## src/rtl/qte_pkg.sv

```systemverilog
`default_nettype none

package qte_pkg;

  localparam int COMPONENT_FRAC_BITS = 14;
  localparam int ANGLE_TABLE_BITS    = 24;
  localparam int ANGLE_FRAC_BITS     = 7;
  localparam int CORDIC_STEPS        = 28;
  localparam int ISQRT_STAGES        = 31;
  localparam int ROUND_SHIFT         = ANGLE_TABLE_BITS - ANGLE_FRAC_BITS;

  localparam int QW = 16;  // component width
  localparam int PW = 32;  // product width
  localparam int SW = 34;  // product sum width
  localparam int CW = 36;  // CORDIC datapath width
  localparam int AW = 34;  // internal angle width
  localparam int VW = 62;  // square root radicand and work width
  localparam int RW = 31;  // square root result width
  localparam int OW = AW - ROUND_SHIFT;  // rounded angle width

  // Cycles from an accepted word to its result strobe.
  localparam int LATENCY = 3 + ISQRT_STAGES + 1 + CORDIC_STEPS + 1;

  localparam logic signed [SW-1:0] UNIT = SW'(64'sd1 <<< (2 * COMPONENT_FRAC_BITS));
  localparam logic signed [AW-1:0] DEG90 = AW'(64'sd90 <<< ANGLE_TABLE_BITS);
  localparam logic signed [OW-1:0] ROLL_LIM  = OW'(180 <<< ANGLE_FRAC_BITS);
  localparam logic signed [OW-1:0] PITCH_LIM = OW'(90 <<< ANGLE_FRAC_BITS);

  localparam logic signed [AW-1:0] ATAN_TAB [CORDIC_STEPS] = '{
    34'sd754974720, 34'sd445687602, 34'sd235489088, 34'sd119537938,
    34'sd60000934,  34'sd30029717,  34'sd15018523,  34'sd7509720,
    34'sd3754917,   34'sd1877466,   34'sd938734,    34'sd469367,
    34'sd234684,    34'sd117342,    34'sd58671,     34'sd29335,
    34'sd14668,     34'sd7334,      34'sd3667,      34'sd1833,
    34'sd917,       34'sd458,       34'sd229,       34'sd115,
    34'sd57,        34'sd29,        34'sd14,        34'sd7
  };

  typedef struct packed {
    logic signed [SW-1:0] r_sin;
    logic signed [SW-1:0] r_cos;
    logic signed [SW-1:0] y_sin;
    logic signed [SW-1:0] y_cos;
    logic                 clamp;
    logic                 clamp_pos;
    logic signed [RW-1:0] s30;
  } side_t;

  // Round half up to output resolution, then saturate to +/-lim.
  function automatic logic signed [OW-1:0] round_sat(input logic signed [AW-1:0] a,
                                                     input logic signed [OW-1:0] lim);
    logic signed [AW-1:0] s;
    logic signed [OW-1:0] r;
    s = a + AW'(64'sd1 <<< (ROUND_SHIFT - 1));
    r = s[AW-1:ROUND_SHIFT];
    if (r > lim) r = lim;
    if (r < -lim) r = -lim;
    return r;
  endfunction

endpackage

`default_nettype wire

```

## src/rtl/qte_isqrt.sv

```systemverilog
`default_nettype none

module qte_isqrt (
  input  wire logic                     clk_i,
  input  wire logic                     rst_ni,
  input  wire logic                     valid_i,
  input  wire logic [qte_pkg::VW-1:0]   rad_i,
  output logic                          valid_o,
  output logic [qte_pkg::RW-1:0]        root_o
);
  import qte_pkg::*;

  logic [VW-1:0] v_q [ISQRT_STAGES+1];
  logic [VW-1:0] r_q [ISQRT_STAGES+1];
  logic          ok_q [ISQRT_STAGES+1];

  assign v_q[0]  = rad_i;
  assign r_q[0]  = '0;
  assign ok_q[0] = valid_i;

  // One digit pair of the radicand is resolved in each stage.
  for (genvar k = 0; k < ISQRT_STAGES; k++) begin : g_stage
    localparam logic [VW-1:0] BITC = VW'(1) << (2 * (ISQRT_STAGES - 1 - k));
    logic [VW-1:0] t;
    logic [VW-1:0] v_d, r_d;

    always_comb begin
      t = r_q[k] + BITC;
      if (v_q[k] >= t) begin
        v_d = v_q[k] - t;
        r_d = (r_q[k] >> 1) + BITC;
      end else begin
        v_d = v_q[k];
        r_d = r_q[k] >> 1;
      end
    end

    always_ff @(posedge clk_i) begin
      v_q[k+1] <= v_d;
      r_q[k+1] <= r_d;
    end

    always_ff @(posedge clk_i or negedge rst_ni) begin
      if (!rst_ni) begin
        ok_q[k+1] <= 1'b0;
      end else begin
        ok_q[k+1] <= ok_q[k];
      end
    end
  end

  assign valid_o = ok_q[ISQRT_STAGES];
  assign root_o  = r_q[ISQRT_STAGES][RW-1:0];

endmodule

`default_nettype wire

```

## config.mk

```make
export PLATFORM = sky130hd
export DESIGN_NAME = qte_isqrt
export DESIGN_NICKNAME = d
export VERILOG_FILES = /design/src/rtl/qte_pkg.sv /design/src/rtl/qte_isqrt.sv
export SDC_FILE = /design/constraint.sdc
export NUM_CORES = 2
export LEC_CHECK = 0
export BUFFER_PORTS_ARGS = -buffer_cell sky130_fd_sc_hd__buf_2
export CORE_MARGIN = 3
export CORE_UTILIZATION = 44
export DETAILED_ROUTE_END_ITERATION = 8
export GPL_ROUTABILITY_DRIVEN = 0
export GPL_TIMING_DRIVEN = 0
export HOLD_SLACK_MARGIN = 0.12
export SLEW_MARGIN = 15
export SYNTH_ARGS = -nofsm -noshare
export SYNTH_HDL_FRONTEND = slang
export SYNTH_SLANG_ARGS = --single-unit
```

## constraint.sdc

```tcl
create_clock -name clk_i -period 5.1 [get_ports clk_i]
set_input_delay 0.255 -clock clk_i [delete_from_list [all_inputs] [get_ports clk_i]]
set_output_delay 0.255 -clock clk_i [all_outputs]
set_load 0.01 [all_outputs]
```

==> reports/summary.md <==
The global routing met1 resource utilization was 29.1%; the placeable core area was 205000 um^2. The wire-length estimate of the detail-placed layout is 182000 um. In this run the clock root is driven by a sky130_fd_sc_hd__clkbuf_16.

The net switching share of the total power was 32.7%; the number of iterations in the first detailed-routing pass was 6. The internal power summed over all cells is 39.5 mW, and the number of design-rule violations left by the first detailed-router iteration is 5059. The floorplan has 166 rows.

For the post-route clock skew, the log shows 0.0854 ns. After synthesis the cells add up to 90700 um^2. The all-layer global routing usage was 21.4%; the count of pins over their slew limit was 0.

In this run the remaining antenna-violating nets after routing total 0. Yosys mapped a number of flops with a built-in enable equal to 0. For this run, the number of standard cells in the final layout without fillers is 12400. Shortest period the worst path allows: 4.90 ns. The number of top-level design ports was 97. The number of buffer cells added on primary ports was 96. After global routing, the most crowded layer is met2. The starting density of the core came out at 44.3%. After clock tree synthesis, the clock-pin slew on the worst setup and hold paths is 0.06 ns. The horizontal extent of the die is 460 um, and the biggest cell delay along the critical path is 0.64 ns. For the worst flop-to-flop path, the logic depth is 13. The tools report the kind of capture point of the worst setup path as a flip-flop. First-pass GRT wire length: 361000 um.

The cell that appears most often on the critical path is sky130_fd_sc_hd__clkbuf_1. The aggregate global routing overflow was 0. For the number of inserted filler cells in the final layout, the log shows 18300. Across all hold checks on the routed design, the worst slack comes to 0.312 ns. The flow ran to the end, and the final reports show no timing, DRC or antenna violations. In the synthesized netlist, the number of instances is 9087. Including well taps, the total number of placed cells is 11900. Summing the sequential cell areas from Yosys gives 52.9% of the chip area. Cells with a size suffix above 1 make up 6.96% of the layout. The number of CTS-inserted buffers is 230. Maximum number of buffers from clock root to sink: 3. The category of the most critical setup path was reg2reg. In this run, flip-flops and latches consume 45.1% of the power. The met2 layer usage reported by global route is 35.4%, and the transition time at the pin with the least slew margin is 1.21 ns.

Pin count of the biggest net entering global routing: 32. The class of the most critical hold timing path is in2reg. The H-tree generated during clock tree synthesis spans 4 levels.

The count of different cell masters after synthesis is 103. Setup violations remaining at the end of the flow were counted as 0. The critical path's slowest cell was sky130_fd_sc_hd__clkbuf_1. The logs give 30.3% for the clock share of power and 212000 um^2 for the full die area.

The via count was 66400. The tools report the worst reg2reg path endpoint as v_q[402]. The number of nets handed over by synthesis was 9677. The DRC violation count after routing was 0; the average detailed-routed wire length per instance was 18.7 um.

The worst register-to-register path has a setup slack of 0.20 ns. The initial antenna violation count is 19. Data on the critical path arrives at its endpoint at 5.58 ns. STA puts the critical path data required time at 5.78 ns.

The tools report the endpoint of the worst hold path as v_q[1920]. TritonCTS built the clock tree. Global routing used 3.13% of the available met3 tracks. Using the TritonRoute via totals, the vias-per-cell ratio works out to 5.34.

In this run the most critical hold path is launched from rad_i[60]. The tools report the final net count as 10100. After synthesis the netlist holds a flip-flop and latch count of 2387. The fraction of the cycle the final worst path needs works out to 96.1%. The height of the die was 460 um; the proportion of register bits with asynchronous set or reset after synthesis was 1.30%. Setup repair after global routing left no endpoint under its margin. The most used flip-flop cell after synthesis was sky130_fd_sc_hd__dfxtp_1. The count of warnings emitted by yosys came out at 0. The worst register-to-register path begins at r_q[448]. The mean cell area of the mapped netlist was 9.98 um^2; the number of cells on the worst hold path was 4. Number of sinks handled by clock tree synthesis: 2387.

The run gives 65200 as the via count of the first global-routing pass. Of all nets on the critical path, the largest fanout is 10. The worst pin sits at a relative slew slack of 18.7%. Clock latency on the worst-skew pair, taken at its later pin, is 0.88 ns.

Setup total negative slack on the finished layout was measured at 0 ns. Walking the worst path, the cells encountered are inv_1, ha_1, nor2b_1, o31a_1, o31ai_1, o211ai_1, a221oi_2, a211o_1, and2_1, clkbuf_1, clkbuf_1, buf_2, o21ai_0. The total wire length after detailed routing came out at 233000 um. STA classifies the critical path startpoint as a flip-flop. Summed over all cells, the static leakage comes to 47.0 nW. The number of hold violations in the final report was 0; the area growth from synthesis to final layout was 14.8%. IR analysis of the VDD net gives a maximum drop of 0.407 mV. Across the run, the number of max-cap violations was 0.

Dividing total power by cell area gives a power density of 564 nW/um^2. Proportion of power drawn by combinational gates: 24.5%. Based on the critical path, the design can be clocked at up to 204 MHz. The switching power total is 19.2 mW.
==> state kept, by name (all words and copies together), names as in the netlist <==
name,count
ok_q,30
r_q,465
valid_o,1
v_q,1860
root_o,31
==> how the worst max path moves through the flow <==
stage	slack (ns)	to	cells after the start	start
detailed placement	0.1	v_q[211]	12	r_q[276]
CTS	0.07	v_q[213]	12	r_q[276]
global route	0.03	v_q[402]	13	r_q[448]
floorplan	1.77	v_q[365]	11	r_q[386]
global placement	-0.38	v_q[212]	12	r_q[276]
finish	0.20	v_q[402]	13	r_q[448]
==> area by class of cell <==
type / instances / area (um^2) / share of cell area [%]
timing repair buffer: 227 / 1800 / 1.72
clock inverter: 112 / 1620 / 1.55
antenna: 10 / 25.0 / 0.0240
buffer: 189 / 754 / 0.725
sequential: 2387 / 47900 / 46.0
tap: 2688 / 3360 / 3.23
inverter: 643 / 2410 / 2.32
multi-input combinational: 5867 / 39600 / 38.1
clock buffer: 314 / 6600 / 6.33
==> what timing repair did <==
| action | CTS | global route |
|---|---|---|
| buffers inserted | 0 | 0 |
| resized for setup | 0 | 4 |
| endpoints found under the hold margin | 95 | 0 |
| hold buffers | 130 | 0 |
| endpoints found under the setup margin | 0 | 60 |
==> cell usage after synthesis, types with 66 or more instances <==
master | instances | share of area, %
sky130_fd_sc_hd__xor2_1 | 371 | 3.6
sky130_fd_sc_hd__nand2b_1 | 110 | 0.76
sky130_fd_sc_hd__ha_1 | 525 | 7.2
sky130_fd_sc_hd__a21oi_1 | 603 | 3.3
sky130_fd_sc_hd__a21o_1 | 212 | 1.8
sky130_fd_sc_hd__mux2_2 | 87 | 1.1
sky130_fd_sc_hd__nor2_1 | 634 | 2.6
sky130_fd_sc_hd__o21a_1 | 96 | 0.79
sky130_fd_sc_hd__nor4_1 | 318 | 2.2
sky130_fd_sc_hd__inv_1 | 638 | 2.6
sky130_fd_sc_hd__nand3_1 | 160 | 0.88
sky130_fd_sc_hd__o21ai_0 | 382 | 2.1
sky130_fd_sc_hd__nor3_1 | 254 | 1.4
sky130_fd_sc_hd__nor2b_1 | 66 | 0.46
sky130_fd_sc_hd__nand2_1 | 533 | 2.2
sky130_fd_sc_hd__dfxtp_1 | 2356 | 52
sky130_fd_sc_hd__nand4_1 | 164 | 1.1
sky130_fd_sc_hd__or3_1 | 108 | 0.74
sky130_fd_sc_hd__clkbuf_1 | 162 | 0.67
sky130_fd_sc_hd__xnor2_1 | 458 | 4.4
==> power by group through the flow <==
stage / combinational, mW / clock [mW] / sequential [mW]
final: 14.4 / 17.8 / 26.5
after global routing: 16.0 / 18.9 / 26.9
after CTS: 14.2 / 18.2 / 26.5
after detailed placement: 14.1 / 0 / 26.9
after global placement: 13.9 / 0 / 26.8
after floorplan: 11.1 / 0 / 25.3
==> kinds of logic after synthesis <==
family                   Yosys count  share of synthesized area, %
adder cells (fa/ha/maj)          525                          7.24
flip-flops                      2387                          52.9
AND/OR/NAND/NOR                 2723                          15.7
buffers and inverters            833                          3.50
multiplexers                      97                          1.19
XOR/XNOR                         829                          8.01
AO/OA/AOI/OAI                   1693                          11.6
==> metrics by stage <==
stage	util (%)	instance area (um^2)	total power [mW]	setup slack [ns]
6_report	50.8	104000	58.7	0.201
2_1_floorplan	-	90700	36.4	1.77
4_1_cts	50.8	104000	58.9	0.0682
3_3_place_gp	46.2	94500	40.7	-0.378
5_1_grt	50.8	104000	61.9	0.0332
3_5_place_dp	46.2	94600	41.0	0.0988
==> per-layer routing <==
| layer | vias to the layer above | part of all wire (%) | wire [um] |
|---|---|---|---|
| met4 | 0 | 2.4 | 5510 |
| met3 | 374 | 5.3 | 12400 |
| li1 | 32700 | - | - |
| met5 | - | 0 | 0 |
| met1 | 31500 | 46 | 107000 |
| met2 | 1809 | 46 | 107000 |
==> worst max-delay path, delay by kind of cell (launching register included) <==
kind / cells / cell delay [ns]
flops: 1 / 0.45
fa+ha+maj: 1 / 0.42
simple gates: 2 / 0.35
buf+inv: 4 / 1.49
compound gates: 6 / 1.99
==> cells in the final DEF (no fill, tap or decap), types with 25 or more instances in the layout <==
cell type / count
sky130_fd_sc_hd__a21o_1: 212
sky130_fd_sc_hd__a21oi_1: 603
sky130_fd_sc_hd__nor2_1: 634
sky130_fd_sc_hd__o21bai_1: 34
sky130_fd_sc_hd__nor4b_1: 47
sky130_fd_sc_hd__a31oi_1: 45
sky130_fd_sc_hd__nand4_1: 164
sky130_fd_sc_hd__clkinv_2: 33
sky130_fd_sc_hd__or2_2: 35
sky130_fd_sc_hd__nor3_1: 254
sky130_fd_sc_hd__bufinv_16: 25
sky130_fd_sc_hd__mux2_2: 87
sky130_fd_sc_hd__dfrtp_1: 31
sky130_fd_sc_hd__nand2_1: 533
sky130_fd_sc_hd__and3_1: 39
sky130_fd_sc_hd__xor2_1: 371
sky130_fd_sc_hd__buf_2: 104
sky130_fd_sc_hd__inv_1: 638
sky130_fd_sc_hd__clkbuf_1: 196
sky130_fd_sc_hd__xnor2_1: 458
sky130_fd_sc_hd__a211oi_1: 47
sky130_fd_sc_hd__nor2b_1: 66
sky130_fd_sc_hd__o211ai_1: 41
sky130_fd_sc_hd__and2_1: 31
sky130_fd_sc_hd__clkbuf_8: 46
sky130_fd_sc_hd__dfxtp_1: 2356
sky130_fd_sc_hd__clkbuf_16: 233
sky130_fd_sc_hd__or4_1: 62
sky130_fd_sc_hd__nand3b_1: 43
sky130_fd_sc_hd__nor4_1: 316
sky130_fd_sc_hd__o21a_1: 96
sky130_fd_sc_hd__ha_1: 525
sky130_fd_sc_hd__o31ai_1: 33
sky130_fd_sc_hd__o21ai_0: 382
sky130_fd_sc_hd__nand4b_1: 29
sky130_fd_sc_hd__nand2b_1: 110
sky130_fd_sc_hd__or3_1: 108
sky130_fd_sc_hd__nand3_1: 160
sky130_fd_sc_hd__dlygate4sd3_1: 129
(Power assumes the default switching activity.)
